`config.mk`:
```
export PLATFORM = sky130hd
export DESIGN_NAME = nab_lane
export DESIGN_NICKNAME = d
export VERILOG_FILES = /design/src/rtl/neighbor_average_blur_3x3_macros.svh /design/src/rtl/nab_pkg.sv /design/src/rtl/nab_lane.sv
export SDC_FILE = /design/constraint.sdc
export NUM_CORES = 1
export LEC_CHECK = 0
export BUFFER_PORTS_ARGS = -buffer_cell sky130_fd_sc_hd__buf_2
export CELL_PAD_IN_SITES_DETAIL_PLACEMENT = 1
export CELL_PAD_IN_SITES_GLOBAL_PLACEMENT = 2
export CORE_AREA = 2 2 93 73
export CTS_BUF_LIST = sky130_fd_sc_hd__clkbuf_4 sky130_fd_sc_hd__clkbuf_8
export DETAILED_ROUTE_END_ITERATION = 10
export DIE_AREA = 0 0 95 75
export PLACE_DENSITY = 0.92
export SLEW_MARGIN = 10
export SYNTH_ARGS = -nofsm -noshare
export SYNTH_HDL_FRONTEND = slang
export SYNTH_SLANG_ARGS = --single-unit
```
`constraint.sdc`:
```
create_clock -name clk -period 22 [get_ports clk]
set_clock_uncertainty 0.1 [all_clocks]
set_input_delay 6.6 -clock clk [delete_from_list [all_inputs] [get_ports clk]]
set_output_delay 6.6 -clock clk [all_outputs]
set_load 0.01 [all_outputs]
```
`src/rtl/neighbor_average_blur_3x3_macros.svh`:
```
// Assertion helpers, included by rtl/nab_ctrl.sv.
`ifndef NEIGHBOR_AVERAGE_BLUR_3X3_MACROS_SVH
`define NEIGHBOR_AVERAGE_BLUR_3X3_MACROS_SVH

// Check a property on every clock edge outside reset.
`define NAB_ASSERT(label, prop, msg) \
  label: assert property (@(posedge clk) disable iff (!rst_n) (prop)) \
    else $error(msg);

// Check that a condition is followed by another one in the next cycle.
`define NAB_ASSERT_NEXT(label, pre, post, msg) \
  `NAB_ASSERT(label, (pre) |=> (post), msg)

`endif

```
`src/rtl/nab_pkg.sv`:
```
`default_nettype none

package nab_pkg;

  localparam int MAX_WIDTH  = 1024;
  localparam int MAX_HEIGHT = 4096;

  localparam int CH_W       = 8;
  localparam int PIX_W      = 3 * CH_W;
  localparam int COL_W      = $clog2(MAX_WIDTH);
  localparam int ROW_W      = $clog2(MAX_HEIGHT);
  localparam int WID_W      = 11;
  localparam int HGT_W      = 13;
  localparam int CNT_W      = $clog2(MAX_WIDTH + 2);
  localparam int BLUR_SHIFT = 3;

  localparam int CFG_IDX_W  = 2;
  localparam int CFG_DATA_W = 13;

  localparam logic [CFG_IDX_W-1:0] CFG_IMG_WIDTH  = CFG_IDX_W'(0);
  localparam logic [CFG_IDX_W-1:0] CFG_IMG_HEIGHT = CFG_IDX_W'(1);

  localparam logic [WID_W-1:0] IMG_WIDTH_RST  = WID_W'(1024);
  localparam logic [HGT_W-1:0] IMG_HEIGHT_RST = HGT_W'(1024);

  typedef struct packed {
    logic [CH_W-1:0] red;
    logic [CH_W-1:0] green;
    logic [CH_W-1:0] blue;
  } pix_t;

  typedef struct packed {
    logic             is_drain;
    logic             emit;
    logic             interior;
    logic             frame_end;
    logic             use_two;
    logic [COL_W-1:0] addr;
    pix_t             pix;
  } s1_t;

endpackage

`default_nettype wire

```
`src/rtl/nab_lane.sv`:
```
`default_nettype none

module nab_lane (
  input  logic                     clk,
  input  logic                     rst_n,
  input  logic                     shift,
  input  logic [nab_pkg::CH_W-1:0] new_top,
  input  logic [nab_pkg::CH_W-1:0] new_mid,
  input  logic [nab_pkg::CH_W-1:0] new_bot,
  input  logic                     interior,
  output logic [nab_pkg::CH_W-1:0] result
);

  localparam int CH_W = nab_pkg::CH_W;
  localparam int SH   = nab_pkg::BLUR_SHIFT;

  logic [CH_W-1:0] c1_r [3];
  logic [CH_W-1:0] c2_r [3];
  logic [CH_W-1:0] sum;

  always_ff @(posedge clk) begin
    if (!rst_n) begin
      c1_r <= '{default: '0};
      c2_r <= '{default: '0};
    end else if (shift) begin
      c1_r <= c2_r;
      c2_r <= '{new_top, new_mid, new_bot};
    end
  end

  // window at the shift: columns c1, c2 and the new one; centre is c2 middle
  assign sum = (c1_r[0] >> SH) + (c2_r[0] >> SH) + (new_top >> SH) +
               (c1_r[1] >> SH) + (new_mid >> SH) +
               (c1_r[2] >> SH) + (c2_r[2] >> SH) + (new_bot >> SH);

  assign result = interior ? sum : c2_r[1];

endmodule

`default_nettype wire

```
==> impl_metrics.py, run 1 <==
metrics = {
    "floorplanning": {
        "fp-row-count": 25,
        "start_util_pct": 38.9,
        "die_h_um": 75,
        "fp.dieW_um": 95,
        "coreArea_sq_um": 6160,
        "die-area_sq_um": 7130,
        "ioPinCount": 36,
    },
    "sta": {
        "slew_headroom_pct": 31.9,
        "worst_slew_pin_slew_ps": 1020,
        "fmax_mhz": 59.1,
        "drv_slew": 0,
        "final-hold-violation-count": 0,
        "rsz0062_at_grt": "false",
        "layout_min_cycle_time_ps": 16910,
        "finalSetupViolCount": 0,
        "period_share_pct": 76.9,
        "setup-tns-final_ps": 0,
    },
    "clocking": {
        "ctsHtreeMaxLevel": 2,
        "cts_resized": 0,
        "ctsHoldBuffers": 0,
        "tritoncts": "done",
        "numClockSinks": 33,
        "clk_transition_reported_paths_ps": 70,
        "worstSkewPairLatency_ps": 290,
        "root_buffer": "clkbuf_8",
        "cts_post_setup_buffers_inserted": 0,
        "cts-buffers-inserted": 5,
        "cts_max_path_buffers": 2,
    },
    "flow_run": {
        "cap_violations": 0,
    },
    "global_routing": {
        "use_met2_pct": 28.6,
        "grt_antenna_before_repair": 0,
        "grt_pass1_wl_um": 7920,
        "grt_max_degree": 34,
        "grt_use_met3_pct": 4.00,
        "grt_use_met1_pct": 16.4,
        "grt_busiest_layer": "met2",
        "grt_pass1_vias": 1779,
        "grt-ovfl-total": 0,
        "track_usage_pct": 15.1,
    },
    "detailed_routing": {
        "final_antenna_net_count": 0,
        "viasPerCell": 4.50,
        "totalWireLength_um": 4540,
        "wl_per_cell_um": 13.1,
        "drt_iter0_markers": 25,
        "drc": 0,
        "drtPass1Iterations": 4,
        "vias": 1562,
    },
    "place": {
        "place_hpwl_um": 3580,
        "placed_cells": 340,
        "place.gp.congestion": 0.735,
        "port_buffers": 29,
    },
    "cells_and_area": {
        "fillers": 733,
        "area_growth_pct": 11.4,
        "final_cell_mix": "inv_1 (68), nor2b_1 (34), mux2i_1 (33), dfxtp_1 (33)",
        "antennaDiodeCount": 0,
        "mostFrequentLayoutCell": "inv_1",
        "fin_nets": 331,
        "instances_no_fill": 347,
        "drive_gt1_share_pct": 15.8,
    },
    "pwr": {
        "p_per_area_nw_per_um2": 75.6,
        "power.leakage_nw": 1.31,
        "ir_drop_v": 0.0000350,
    },
    "worst_setup_path": {
        "reg2reg_from": "c2_r[22]",
        "r2r_setup_slack_ps": 21210,
        "rr_endpoint": "c2_r[22]",
        "cp-end-kind": "output pin",
        "cp_data_required_time_ps": 15300,
        "startpoint": "new_top[5]",
        "rr_worst_depth": 2,
        "critical_path_class": "input pin to output pin",
        "cp_max_fo": 3,
        "start_kind": "input pin",
        "critPathArrivalTime_ps": 10210,
    },
    "min_path": {
        "hold_depth": 2,
        "whs_endpoint": "c1_r[22]",
        "hp-start": "c1_r[22]",
        "hold_path_class": "register to register",
    },
    "synthesis": {
        "synthCells": 238,
        "syn_area_sq_um": 2400,
        "yosysSeqAreaShare_pct": 27.6,
        "ys_seq_elements": 33,
        "syn_nets": 303,
        "yosysUniqueCellTypes": 29,
        "avgSynthCellArea_sq_um": 10.1,
        "synth-warning-count": 0,
    },
    "outcome": {
        "status": "finished clean",
    },
}
[cell type report]
cell class / instances / area, sq um / share of cell area (%)
well taps: 81 / 101 / 3.80
flip-flops and latches: 33 / 661 / 24.8
repair buffers: 29 / 145 / 5.44
inverters: 69 / 259 / 9.70
multi-input cells: 128 / 1410 / 52.9
clock buffers: 7 / 90.1 / 3.38
[critical path, cell delays in order]
cell and delay (ps):
buf_2 90, inv_1 50, fa_1 530, inv_1 60, fa_1 500, fa_1 540
inv_1 50, fa_1 470, inv_1 70, ha_1 210, inv_1 70, fa_1 430
xnor2_1 150, mux2_2 250, buf_2 140
[metrics by stage]
step	cell area [sq um]	hold slack (ps)	total power [mW]	utilization, %	setup WS, ps
2_1_floorplan	2400	378	0.132	-	5430
3_3_place_gp	2580	392	0.154	41.8	5070
3_5_place_dp	2580	409	0.157	41.8	5070
4_1_cts	2670	429	0.207	43.3	5050
5_1_grt	2670	458	0.225	43.3	4860
6_report	2670	423	0.202	43.3	5090
[worst max path at each step]
stage                endpoint  depth (start not counted)
finish              result[4]                         15
CTS                 result[4]                         15
floorplan           result[4]                         13
detailed placement  result[4]                         15
global placement    result[4]                         15
global route        result[7]                         14
[layer usage]
metal  share of wire (%)  vias up
met2                  51       26
met3                 3.9        6
met1                  43      765
met4                 1.6        0
met5                   0        -
li1                    -      765
[state kept, by name (all words and copies together), names as in the netlist]
name / cells
c1_r: 15
c2_r: 18
[cells in the mapped netlist, drive strengths merged]
| library cell | count | area share [%] |
|---|---|---|
| o21ai | 1 | 0.21 |
| inv | 69 | 11 |
| clkbuf | 3 | 0.47 |
| nand3 | 1 | 0.21 |
| fa | 29 | 24 |
| o31a | 1 | 0.37 |
| a21o | 1 | 0.31 |
| mux2 | 4 | 1.9 |
| nor2 | 2 | 0.31 |
| nand3b | 1 | 0.31 |
| o2111ai | 1 | 0.37 |
| a211oi | 2 | 0.63 |
| mux2i | 33 | 14 |
| dfxtp | 33 | 28 |
| o31ai | 1 | 0.31 |
| a21oi | 1 | 0.21 |
| or3 | 1 | 0.26 |
| nand2 | 1 | 0.16 |
| buf | 5 | 2.2 |
| xnor2 | 1 | 0.37 |
| o22a | 1 | 0.37 |
| nor2b | 35 | 9.5 |
| a311oi | 1 | 0.37 |
| nand2b | 1 | 0.26 |
| nor4bb | 1 | 0.42 |
| ha | 8 | 4.2 |
[kinds of logic after synthesis]
kind of cell	Yosys count	synth area share, %
muxes	37	15.7
xor gates and xnor gates	1	0.366
DFF	33	27.6
adders and majority gates	37	28.4
buffers and inverters	77	13.5
and+or+nand+nor	43	11.4
AOI/OAI and AO/OA	10	3.13
[power by group]
part           total, mW  switching, mW  internal, mW
logic             0.0887         0.0471        0.0416
registers         0.0647        0.00203        0.0627
clock network     0.0484         0.0223        0.0261
(Power assumes the default switching activity.)
==> run 2: changes to the inputs <==
--- a/config.mk
+++ b/config.mk
@@ -8,11 +8,11 @@
 export BUFFER_PORTS_ARGS = -buffer_cell sky130_fd_sc_hd__buf_2
 export CELL_PAD_IN_SITES_DETAIL_PLACEMENT = 1
 export CELL_PAD_IN_SITES_GLOBAL_PLACEMENT = 2
-export CORE_AREA = 2 2 93 73
+export CORE_AREA = 2 2 100 78
 export CTS_BUF_LIST = sky130_fd_sc_hd__clkbuf_4 sky130_fd_sc_hd__clkbuf_8
 export DETAILED_ROUTE_END_ITERATION = 10
-export DIE_AREA = 0 0 95 75
-export PLACE_DENSITY = 0.92
+export DIE_AREA = 0 0 102 80
+export PLACE_DENSITY = 0.86
 export SLEW_MARGIN = 10
 export SYNTH_ARGS = -nofsm -noshare
 export SYNTH_HDL_FRONTEND = slang
==> constraint.sdc (replaced) <==
create_clock -name clk -period 14.76 [get_ports clk]
set_clock_uncertainty 0.1 [all_clocks]
set_input_delay 4.428 -clock clk [delete_from_list [all_inputs] [get_ports clk]]
set_output_delay 4.428 -clock clk [all_outputs]
set_load 0.01 [all_outputs]
==> impl_metrics.py, run 2 (synthesis results as in run 1) <==
metrics = {
    "pwr": {
        "p_switching_uw": 108,
        "power.leakage_nw": 1.31,
        "power.share.sequential_pct": 32.3,
        "ir_drop_v": 0.0000412,
        "p_clk_share_pct": 22.8,
        "p_per_area_nw_per_um2": 111,
        "combPwrFrac_pct": 44.9,
        "swShare_pct": 36.1,
        "internal_power_uw": 191,
    },
    "cells_and_area": {
        "fin_nets": 331,
        "largest_register": "c2_r",
        "drive_gt1_share_pct": 16.1,
        "mostFrequentLayoutCell": "inv_1",
        "largest_register_ffs": 18,
        "area_growth_pct": 12.3,
        "antennaDiodeCount": 0,
        "final_cell_mix": "inv_1 (68), nor2b_1 (34), mux2i_1 (33), dfxtp_1 (33)",
        "reg_top3": "c2_r (18), c1_r (15)",
        "utilization_pct": 37.6,
        "fillers": 857,
    },
    "worst_setup_path": {
        "cp_max_fo": 3,
        "slowest_stage": "fa_1",
        "cp_data_required_time_ps": 10230,
        "reg2reg_from": "c2_r[6]",
        "start_kind": "input pin",
        "critPathArrivalTime_ps": 8090,
        "cp-end-kind": "output pin",
        "rr_worst_depth": 2,
        "slowest_delay_ps": 550,
        "critical_path_class": "input pin to output pin",
        "rr_endpoint": "c1_r[6]",
        "path_cells": "buf_2 > inv_1 > fa_1 > inv_1 > fa_1 > fa_1 > inv_1 > fa_1 > inv_1 > ha_1 > inv_1 > fa_1 > xnor2_1 > mux2_2 > buf_2",
        "r2r_setup_slack_ps": 13970,
    },
    "sta": {
        "period_share_pct": 85.5,
        "whs_ps": 419,
        "drv_slew": 0,
        "fmax_mhz": 79.2,
        "fin_ws_ps": 2140,
        "layout_min_cycle_time_ps": 12620,
        "slew_headroom_pct": 30.9,
        "finalSetupViolCount": 0,
        "worst_slew_pin_slew_ps": 1040,
        "rsz0062_at_grt": "false",
        "final-hold-violation-count": 0,
        "setup-tns-final_ps": 0,
    },
    "detailed_routing": {
        "final_antenna_net_count": 0,
        "vias": 1562,
        "wl_per_cell_um": 12.1,
        "drc": 0,
        "drtPass1Iterations": 2,
        "totalWireLength_um": 4460,
        "drt_iter0_markers": 20,
        "viasPerCell": 4.24,
    },
    "clocking": {
        "ctsHoldBuffers": 0,
        "cts_post_setup_buffers_inserted": 0,
        "worstSkewPairLatency_ps": 280,
        "ctsHtreeMaxLevel": 2,
        "tritoncts": "done",
        "cts_resized": 0,
        "numClockSinks": 33,
        "cts-buffers-inserted": 5,
        "root_buffer": "clkbuf_8",
        "clk_transition_reported_paths_ps": 60,
        "cts_max_path_buffers": 2,
    },
    "floorplanning": {
        "fp-row-count": 27,
        "fp.dieW_um": 102,
        "die-area_sq_um": 8160,
        "ioPinCount": 36,
        "die_h_um": 80,
        "coreArea_sq_um": 7160,
        "start_util_pct": 33.5,
    },
    "flow_run": {
        "cap_violations": 0,
    },
    "place": {
        "place_hpwl_um": 3470,
        "place.gp.congestion": 0.756,
        "port_buffers": 29,
        "place_ws_ps": 2110,
    },
    "outcome": {
        "status": "finished clean",
    },
    "global_routing": {
        "grt_pass1_wl_um": 7900,
        "grt_max_degree": 34,
        "track_usage_pct": 12.6,
        "grt_antenna_before_repair": 0,
        "grt-ovfl-total": 0,
        "grt_pass1_vias": 1785,
    },
    "min_path": {
        "hold_depth": 2,
        "hp-start": "c2_r[10]",
        "whs_endpoint": "c2_r[10]",
        "hold_path_class": "register to register",
    },
}
[run 2: routing by layer]
metal	track usage, %	share of wire (%)	wire, um	up-vias
met1	15.5	47	2110	764
met4	3.20	0.76	34	0
li1	-	-	-	768
met3	3.15	3.6	162	4
met2	21.9	48	2150	26
met5	0	0	0	-
[run 2: worst max-delay path by stage]
stage,end,slack (ps),cells after the start,from
floorplan,result[4],2530,13,new_top[5]
global placement,result[4],2170,15,new_top[5]
detailed placement,result[4],2110,15,new_top[5]
CTS,result[4],2100,15,new_top[5]
global route,result[4],1970,15,new_top[5]
finish,result[4],2140,15,new_top[5]
[run 2: layout make-up]
type | instances | area, sq um | area share [%]
clock buffer | 6 | 76.3 | 2.84
sequential | 33 | 661 | 24.6
tap | 101 | 126 | 4.70
timing repair buffer | 29 | 145 | 5.40
multi-input combinational | 128 | 1410 | 52.5
clock inverter | 2 | 10.0 | 0.372
inverter | 69 | 259 | 9.63
[run 2: worst max-delay path: cells and delay by family]
family | cells | cell delay [ps]
buffers and inverters | 7 | 530
adder cells (fa/ha/maj) | 6 | 2720
XOR/XNOR | 1 | 160
multiplexers | 1 | 260
[run 2: power by group through the flow]
stage | clock network [mW] | logic, mW | registers, mW
finish | 0.0680 | 0.134 | 0.0964
global route | 0.0756 | 0.156 | 0.0972
CTS | 0.0712 | 0.138 | 0.0965
detailed placement | 0 | 0.137 | 0.0986
global placement | 0 | 0.133 | 0.0984
floorplan | 0 | 0.0999 | 0.0976
[run 2: stage by stage]
stage	std cells	instance area (sq um)	power, mW
floorplan	238	2400	0.197
detailed placement	360	2600	0.236
global placement	360	2600	0.231
global route	368	2690	0.329
CTS	368	2690	0.306
finish	368	2690	0.298
