## src/rtl/neighbor_average_blur_3x3_macros.svh

```systemverilog
// Assertion helpers, included by rtl/nab_ctrl.sv.
`ifndef NEIGHBOR_AVERAGE_BLUR_3X3_MACROS_SVH
`define NEIGHBOR_AVERAGE_BLUR_3X3_MACROS_SVH

// Check a property on every clock edge outside reset.
`define NAB_ASSERT(label, prop, msg) \
  label: assert property (@(posedge clk) disable iff (!rst_n) (prop)) \
    else $error(msg);

// Check that a condition is followed by another one in the next cycle.
`define NAB_ASSERT_NEXT(label, pre, post, msg) \
  `NAB_ASSERT(label, (pre) |=> (post), msg)

`endif

```

## src/rtl/nab_pkg.sv

```systemverilog
`default_nettype none

package nab_pkg;

  localparam int MAX_WIDTH  = 1024;
  localparam int MAX_HEIGHT = 4096;

  localparam int CH_W       = 8;
  localparam int PIX_W      = 3 * CH_W;
  localparam int COL_W      = $clog2(MAX_WIDTH);
  localparam int ROW_W      = $clog2(MAX_HEIGHT);
  localparam int WID_W      = 11;
  localparam int HGT_W      = 13;
  localparam int CNT_W      = $clog2(MAX_WIDTH + 2);
  localparam int BLUR_SHIFT = 3;

  localparam int CFG_IDX_W  = 2;
  localparam int CFG_DATA_W = 13;

  localparam logic [CFG_IDX_W-1:0] CFG_IMG_WIDTH  = CFG_IDX_W'(0);
  localparam logic [CFG_IDX_W-1:0] CFG_IMG_HEIGHT = CFG_IDX_W'(1);

  localparam logic [WID_W-1:0] IMG_WIDTH_RST  = WID_W'(1024);
  localparam logic [HGT_W-1:0] IMG_HEIGHT_RST = HGT_W'(1024);

  typedef struct packed {
    logic [CH_W-1:0] red;
    logic [CH_W-1:0] green;
    logic [CH_W-1:0] blue;
  } pix_t;

  typedef struct packed {
    logic             is_drain;
    logic             emit;
    logic             interior;
    logic             frame_end;
    logic             use_two;
    logic [COL_W-1:0] addr;
    pix_t             pix;
  } s1_t;

endpackage

`default_nettype wire

```

## src/rtl/nab_ctrl.sv

```systemverilog
`default_nettype none
`include "neighbor_average_blur_3x3_macros.svh"

module nab_ctrl (
  input  logic                           clk,
  input  logic                           rst_n,
  input  logic                           in_valid,
  input  logic                           in_drain,
  input  nab_pkg::pix_t                  in_pix,
  output logic                           in_ready,
  input  logic                           cfg_valid,
  input  logic [nab_pkg::CFG_IDX_W-1:0]  cfg_index,
  input  logic [nab_pkg::CFG_DATA_W-1:0] cfg_data,
  input  logic                           out_free,
  output logic                           rd_en,
  output logic [nab_pkg::COL_W-1:0]      rd_addr,
  output logic                           s1_valid,
  output nab_pkg::s1_t                   s1,
  output logic                           s1_go
);

  localparam int COL_W = nab_pkg::COL_W;
  localparam int ROW_W = nab_pkg::ROW_W;
  localparam int WID_W = nab_pkg::WID_W;
  localparam int HGT_W = nab_pkg::HGT_W;
  localparam int CNT_W = nab_pkg::CNT_W;

  logic [WID_W-1:0] img_w_r, img_w_nxt;
  logic [HGT_W-1:0] img_h_r, img_h_nxt;
  logic [COL_W-1:0] in_col_r, in_col_nxt;
  logic [ROW_W-1:0] in_row_r, in_row_nxt;
  logic [COL_W-1:0] out_col_r, out_col_nxt;
  logic [ROW_W-1:0] out_row_r, out_row_nxt;
  logic [CNT_W-1:0] pending_r, pending_nxt;
  logic             s1_valid_r;
  nab_pkg::s1_t     s1_r;
  nab_pkg::s1_t     cmd_nxt;

  logic [WID_W-1:0] wid_eff, w_m1;
  logic [HGT_W-1:0] hgt_eff, h_m1;
  logic in_fire, drain_take, pix_take, pix_emit, out_adv, cfg_hit;
  logic in_last_col, in_last_row, out_last_col, out_last_row;

  always_comb begin
    if (img_w_r == '0) begin
      wid_eff = WID_W'(1);
    end else if (img_w_r > WID_W'(nab_pkg::MAX_WIDTH)) begin
      wid_eff = WID_W'(nab_pkg::MAX_WIDTH);
    end else begin
      wid_eff = img_w_r;
    end
    if (img_h_r == '0) begin
      hgt_eff = HGT_W'(1);
    end else if (img_h_r > HGT_W'(nab_pkg::MAX_HEIGHT)) begin
      hgt_eff = HGT_W'(nab_pkg::MAX_HEIGHT);
    end else begin
      hgt_eff = img_h_r;
    end
  end

  assign w_m1 = wid_eff - WID_W'(1);
  assign h_m1 = hgt_eff - HGT_W'(1);

  assign in_last_col  = WID_W'(in_col_r) == w_m1;
  assign in_last_row  = HGT_W'(in_row_r) == h_m1;
  assign out_last_col = WID_W'(out_col_r) == w_m1;
  assign out_last_row = HGT_W'(out_row_r) == h_m1;

  assign s1_go      = s1_valid_r && (!s1_r.emit || out_free);
  assign in_ready   = !s1_valid_r || s1_go;
  assign in_fire    = in_valid && in_ready;
  assign drain_take = in_fire && in_drain && (pending_r != '0);
  assign pix_take   = in_fire && !in_drain && (pending_r == '0);
  assign pix_emit   = (in_row_r >= ROW_W'(2)) || ((in_row_r == ROW_W'(1)) && (in_col_r != '0));
  assign out_adv    = drain_take || (pix_take && pix_emit);
  assign cfg_hit    = cfg_valid && ((cfg_index == nab_pkg::CFG_IMG_WIDTH) ||
                                    (cfg_index == nab_pkg::CFG_IMG_HEIGHT));

  assign rd_en   = drain_take || pix_take;
  assign rd_addr = in_drain ? out_col_r : in_col_r;

  always_comb begin
    cmd_nxt.is_drain  = in_drain;
    cmd_nxt.emit      = in_drain || pix_emit;
    cmd_nxt.interior  = (out_row_r != '0) && (HGT_W'(out_row_r) != h_m1) &&
                        (out_col_r != '0) && (WID_W'(out_col_r) != w_m1);
    cmd_nxt.frame_end = in_drain && out_last_row && out_last_col;
    cmd_nxt.use_two   = (HGT_W'(out_row_r) + HGT_W'(2)) == hgt_eff;
    cmd_nxt.addr      = rd_addr;
    cmd_nxt.pix       = in_pix;
  end

  always_comb begin
    img_w_nxt   = img_w_r;
    img_h_nxt   = img_h_r;
    in_col_nxt  = in_col_r;
    in_row_nxt  = in_row_r;
    out_col_nxt = out_col_r;
    out_row_nxt = out_row_r;
    pending_nxt = pending_r;
    if (pix_take) begin
      if (in_last_col) begin
        in_col_nxt = '0;
        if (in_last_row) begin
          in_row_nxt = '0;
          if (hgt_eff == HGT_W'(1)) begin
            pending_nxt = CNT_W'(wid_eff);
          end else begin
            pending_nxt = CNT_W'(wid_eff) + CNT_W'(1);
          end
        end else begin
          in_row_nxt = in_row_r + ROW_W'(1);
        end
      end else begin
        in_col_nxt = in_col_r + COL_W'(1);
      end
    end
    if (out_adv) begin
      if (out_last_col) begin
        out_col_nxt = '0;
        out_row_nxt = out_row_r + ROW_W'(1);
      end else begin
        out_col_nxt = out_col_r + COL_W'(1);
      end
    end
    if (drain_take) begin
      pending_nxt = pending_r - CNT_W'(1);
      if (pending_r == CNT_W'(1)) begin
        out_col_nxt = '0;
        out_row_nxt = '0;
      end
    end
    if (cfg_hit) begin
      if (cfg_index == nab_pkg::CFG_IMG_WIDTH) begin
        img_w_nxt = cfg_data[WID_W-1:0];
      end else begin
        img_h_nxt = cfg_data[HGT_W-1:0];
      end
      in_col_nxt  = '0;
      in_row_nxt  = '0;
      out_col_nxt = '0;
      out_row_nxt = '0;
      pending_nxt = '0;
    end
  end

  always_ff @(posedge clk) begin
    if (!rst_n) begin
      img_w_r    <= nab_pkg::IMG_WIDTH_RST;
      img_h_r    <= nab_pkg::IMG_HEIGHT_RST;
      in_col_r   <= '0;
      in_row_r   <= '0;
      out_col_r  <= '0;
      out_row_r  <= '0;
      pending_r  <= '0;
      s1_valid_r <= 1'b0;
    end else begin
      img_w_r   <= img_w_nxt;
      img_h_r   <= img_h_nxt;
      in_col_r  <= in_col_nxt;
      in_row_r  <= in_row_nxt;
      out_col_r <= out_col_nxt;
      out_row_r <= out_row_nxt;
      pending_r <= pending_nxt;
      if (rd_en) begin
        s1_valid_r <= 1'b1;
      end else if (s1_go) begin
        s1_valid_r <= 1'b0;
      end
    end
  end

  always_ff @(posedge clk) begin
    if (rd_en) begin
      s1_r <= cmd_nxt;
    end
  end

  assign s1_valid = s1_valid_r;
  assign s1       = s1_r;

  `NAB_ASSERT_NEXT(a_s1_hold, s1_valid_r && !s1_go, s1_valid_r && $stable(s1_r), "stage 1 item changed while stalled")
  `NAB_ASSERT(a_drain_at_origin, pending_r != '0 |-> in_row_r == '0 && in_col_r == '0, "input position not at frame start while draining")
  `NAB_ASSERT(a_last_drain_end, drain_take && pending_r == CNT_W'(1) |-> cmd_nxt.frame_end, "last drained item lacks frame end")

endmodule

`default_nettype wire

```

## config.mk

```make
export PLATFORM = sky130hd
export DESIGN_NAME = nab_ctrl
export DESIGN_NICKNAME = d
export VERILOG_FILES = /design/src/rtl/nab_pkg.sv /design/src/rtl/nab_ctrl.sv
export VERILOG_INCLUDE_DIRS = /design/src /design/src/rtl
export SDC_FILE = /design/constraint.sdc
export NUM_CORES = 1
export LEC_CHECK = 0
export ABC_AREA = 0
export BUFFER_PORTS_ARGS = -buffer_cell sky130_fd_sc_hd__buf_2
export CAP_MARGIN = 20
export CORE_MARGIN = 3
export CORE_UTILIZATION = 59
export DETAILED_ROUTE_END_ITERATION = 7
export PLACE_DENSITY = 0.85
export SKIP_LAST_GASP = 1
export SLEW_MARGIN = 20
export SYNTH_ARGS = -nofsm -noshare
export SYNTH_HDL_FRONTEND = slang
export SYNTH_SLANG_ARGS = --single-unit
```

## constraint.sdc

```tcl
create_clock -name clk -period 4.2 [get_ports clk]
set_input_delay 0.84 -clock clk [delete_from_list [all_inputs] [get_ports clk]]
set_output_delay 0.84 -clock clk [all_outputs]
set_load 0.005 [all_outputs]
```

==> impl_metrics.ini <==
[synth]
synth-warning-count = 0
syn-num-nets = 975
yosys.cell_types.count = 82
async_flop_share_pct = 0
synth.ff_latch_count = 119
synth_top_area_share_pct = 20.9
syn-mean-instance-area_sq_um = 8.38
synth.largest_area_cell = sky130_fd_sc_hd__dfxtp_1
postSynthCellCount = 914
synth_flop_cell = sky130_fd_sc_hd__dfxtp_1
number_of_enable_type_register_cells_in_the_synthesized_netlist = 39
synth-seq-area-share_pct = 36.2
netlist_area_sq_um = 7660
netlist_top_cells_area = sky130_fd_sc_hd__dfxtp_1 21%, sky130_fd_sc_hd__edfxtp_1 15%, sky130_fd_sc_hd__xnor2_1 6.6%

[finish]
final_cells = 1167
most-common-layout-cells = 97 x sky130_fd_sc_hd__buf_2, 86 x sky130_fd_sc_hd__nor2_1, 80 x sky130_fd_sc_hd__dfxtp_1
areaGrowthSynthToFinish_pct = 15.2
nets = 1047
final_common_cell = sky130_fd_sc_hd__buf_2
fraction_of_final_layout_cells_with_drive_strength_greater_than_1_pct = 20.0
antenna_cells_inserted = 0

[global_routing]
first_pass_grt_wire_length_mm = 36.0
grt_pass1_vias = 6884
gr-usage-met2_pct = 47.8
grt.met3_usage_pct = 6.69
grt_antenna_before_repair = 0
grt_overflow = 0
most_crowded_layer_gr = met2
groute.layer.met1.usage_pct = 44.0
grt_usage_pct = 31.1
pin_count_of_the_biggest_net_entering_global_routing = 40

[placed_design]
post-dp-hpwl_mm = 15.6
dp_worst_setup_slack_ns = 0.190
io_buffers = 97
placed_cells = 1133
gp_routability_congestion = 0.943

[worst_setup_path]
cp.arrival_ns = 4.17
critPathSlowestCell = sky130_fd_sc_hd__or4_1
r2r_setup_slack_ns = 0.18
largest_driver_fanout_on_the_critical_path = 15
critical_path.reg2reg.startpoint = img_h_r[0]
worstReg2RegEnd = s1[36]
worst_path_dominant_cell_family = simple AND/OR/NAND/NOR gates
kind_of_start_point_of_the_critical_path = register
worst_case_reg_to_reg_path_depth = 13
timing.critical_path.buf_inv = 2
data_required_time_of_the_worst_path_ns = 4.36
timing.critical_path.depth = 13
slowest_delay_ns = 0.65
worstPathCellList = or4_1 -> or3_4 -> a21oi_4 -> inv_1 -> ha_1 -> buf_4 -> a221o_1 -> a21bo_2 -> xnor2_1 -> nand4_1 -> or3b_1 -> nor4_2 -> nor3_1
timing.setup.critical_path_class = reg -> reg
cp-end-kind = register

[clock_tree]
clk_latency_ns = 0.43
post_cts_hold_buffer_count = 0
clock_tree.buffer_depth = 2
worst_setup_hold_path_clk_slew_ns = 0.06
htree_num_levels = 4
numClockSinks = 119
cts_root_buffer = sky130_fd_sc_hd__clkbuf_16
clock_tree_from_tritoncts = built
numCtsBuffers = 17

[timing]
timing.final.setup_violations = 0
timing.max_slew.rel_slack_pct = 48.3
post-route-period-util_pct = 95.6
rsz0062_at_grt = false
period_needed_ns = 4.02
final.hold.worst_slack_ns = 0.491
finalMaxSlewViolations = 0
finalWorstSetupSlack_ns = 0.183
finalHoldViolCount = 0
fmaxAchievable_mhz = 249
fin_setup_tns_ns = 0
worstMarginPinSlew_ns = 0.768
fin_worst_skew_ns = 0.00917

[detailed_routing]
detail_route.drc_violations = 0
drt.antenna.violating_nets = 0
detailroute.via_count = 7349
route.detailed.vias_per_inst = 6.30
first_iter_violations = 953
drt_pass1_iterations = 5
wl_per_cell_um = 18.5
finalWirelength_mm = 21.6

[floorplan]
io_pins = 98
die_area_sq_um = 14400
floorplan.initialDensity_pct = 61.9
die_w_um = 120
dieHeight_um = 120
core_area_sq_um = 12400
fp-row-count = 40

[hold_path]
min_to = pending_r[10]
hp-class = reg -> reg
hold_depth = 2
min-delay-start = pending_r[10]

[power_and_ir_drop]
worst_ir_drop_vdd_v = 0.000344
comb_power_share_pct = 27.7
total_power_mw = 4.11
switchingPower_mw = 1.39
seq_power_share_pct = 39.8
clock_power_share_pct = 32.5
power.leakage_nw = 3.30
p_int_mw = 2.72
power_density_nw_per_um2 = 466
switching_share_pct = 33.7

[flow_run]
max-cap-violations = 0

[run_status]
outcome = complete, no violations
[cells in the mapped netlist, types with 3 or more instances]
cell / number
sky130_fd_sc_hd__o21a_1: 3
sky130_fd_sc_hd__a31oi_1: 13
sky130_fd_sc_hd__and4_1: 7
sky130_fd_sc_hd__inv_1: 38
sky130_fd_sc_hd__buf_2: 4
sky130_fd_sc_hd__a21o_1: 9
sky130_fd_sc_hd__or2_2: 7
sky130_fd_sc_hd__nand3_1: 28
sky130_fd_sc_hd__a311oi_1: 3
sky130_fd_sc_hd__o21ai_0: 37
sky130_fd_sc_hd__mux2i_1: 14
sky130_fd_sc_hd__dfxtp_1: 80
sky130_fd_sc_hd__xor2_1: 24
sky130_fd_sc_hd__a221oi_1: 4
sky130_fd_sc_hd__nor3_1: 23
sky130_fd_sc_hd__a22oi_1: 3
sky130_fd_sc_hd__o31ai_1: 8
sky130_fd_sc_hd__buf_1: 4
sky130_fd_sc_hd__nor4_1: 27
sky130_fd_sc_hd__or3b_2: 4
sky130_fd_sc_hd__nor4_2: 3
sky130_fd_sc_hd__or3_1: 16
sky130_fd_sc_hd__and2_1: 7
sky130_fd_sc_hd__a2111oi_0: 3
sky130_fd_sc_hd__a211oi_1: 7
sky130_fd_sc_hd__nand4_1: 26
sky130_fd_sc_hd__nor4b_1: 3
sky130_fd_sc_hd__clkbuf_1: 57
sky130_fd_sc_hd__ha_1: 16
sky130_fd_sc_hd__o41ai_1: 4
sky130_fd_sc_hd__nand2b_1: 12
sky130_fd_sc_hd__or4_1: 12
sky130_fd_sc_hd__nand3b_1: 4
sky130_fd_sc_hd__a21oi_1: 51
sky130_fd_sc_hd__nor3b_1: 4
sky130_fd_sc_hd__o211ai_1: 5
sky130_fd_sc_hd__mux2_2: 6
sky130_fd_sc_hd__buf_4: 12
sky130_fd_sc_hd__nor2_1: 87
sky130_fd_sc_hd__nand2_1: 72
sky130_fd_sc_hd__nor2b_1: 10
sky130_fd_sc_hd__edfxtp_1: 39
sky130_fd_sc_hd__and3_1: 12
sky130_fd_sc_hd__xnor2_1: 58
[layer usage]
metal / vias to the layer above / part of all wire, %
met3: 45 / 9.9
li1: 3438 / -
met4: 0 / 2.1
met5: - / 0
met2: 429 / 45
met1: 3437 / 43
[worst max path at each step]
stage | start | end | slack (ns)
after global routing | img_h_r[0] | in_row_r[9] | 0.03
after global placement | img_h_r[0] | s1[36] | 0.24
after floorplan | img_w_r[10] | in_row_r[10] | 0.38
final | img_h_r[0] | s1[36] | 0.18
after CTS | img_w_r[6] | in_row_r[10] | 0.10
after detailed placement | img_h_r[0] | s1[36] | 0.19
[logic make-up (layout without fill, tap and decap cells)]
| logic type | after synthesis | in the layout | synth area share (%) |
|---|---|---|---|
| flip-flops | 119 | 119 | 36.2 |
| XOR/XNOR | 83 | 83 | 9.67 |
| multiplexers | 20 | 20 | 2.71 |
| AND/OR/NAND/NOR | 377 | 377 | 26.6 |
| adder cells (fa/ha/maj) | 16 | 16 | 2.61 |
| buffers and inverters | 118 | 203 | 6.65 |
| AO/OA/AOI/OAI | 181 | 181 | 15.5 |
[tightest hold or removal path, cell delays in order, from the launching register on]
cell                      delay, ns
sky130_fd_sc_hd__dfxtp_1       0.32
sky130_fd_sc_hd__o31ai_1       0.07
sky130_fd_sc_hd__a21oi_1       0.06
[state kept, by name, indices dropped and copies added, names as in the netlist]
signal	flops
in_row_r	12
img_w_r	11
s1_valid	1
out_col_r	10
pending_r	11
s1	39
out_row_r	12
img_h_r	13
in_col_r	10
[stage by stage]
stage	cell area (sq um)	util (%)
2_1_floorplan	7660	-
3_3_place_gp	8240	66.7
3_5_place_dp	8240	66.7
4_1_cts	8780	71.1
5_1_grt	8820	71.4
6_report	8820	71.4
[what timing repair did]
item	in CTS	in global routing
gates resized for setup	0	5
setup buffers	0	1
endpoints found under the setup margin	0	14
[cell type report]
class / count / area, sq um
Tap cell: 168 / 210
Sequential cell: 119 / 2770
Fill cell: 978 / 3540
Clock buffer: 18 / 429
Multi-Input combinational cell: 677 / 4400
Clock inverter: 14 / 113
Inverter: 38 / 143
Timing Repair Buffer: 133 / 756
[power by group through the flow]
stage          registers, mW  logic, mW  clock network, mW
6_report                1.63       1.14               1.33
5_1_grt                 1.66       1.26               1.40
4_1_cts                 1.64       1.13               1.34
3_5_place_dp            1.66       1.12                  0
3_3_place_gp            1.64       1.10                  0
2_1_floorplan           1.68      0.638                  0
(Power assumes the default switching activity.)
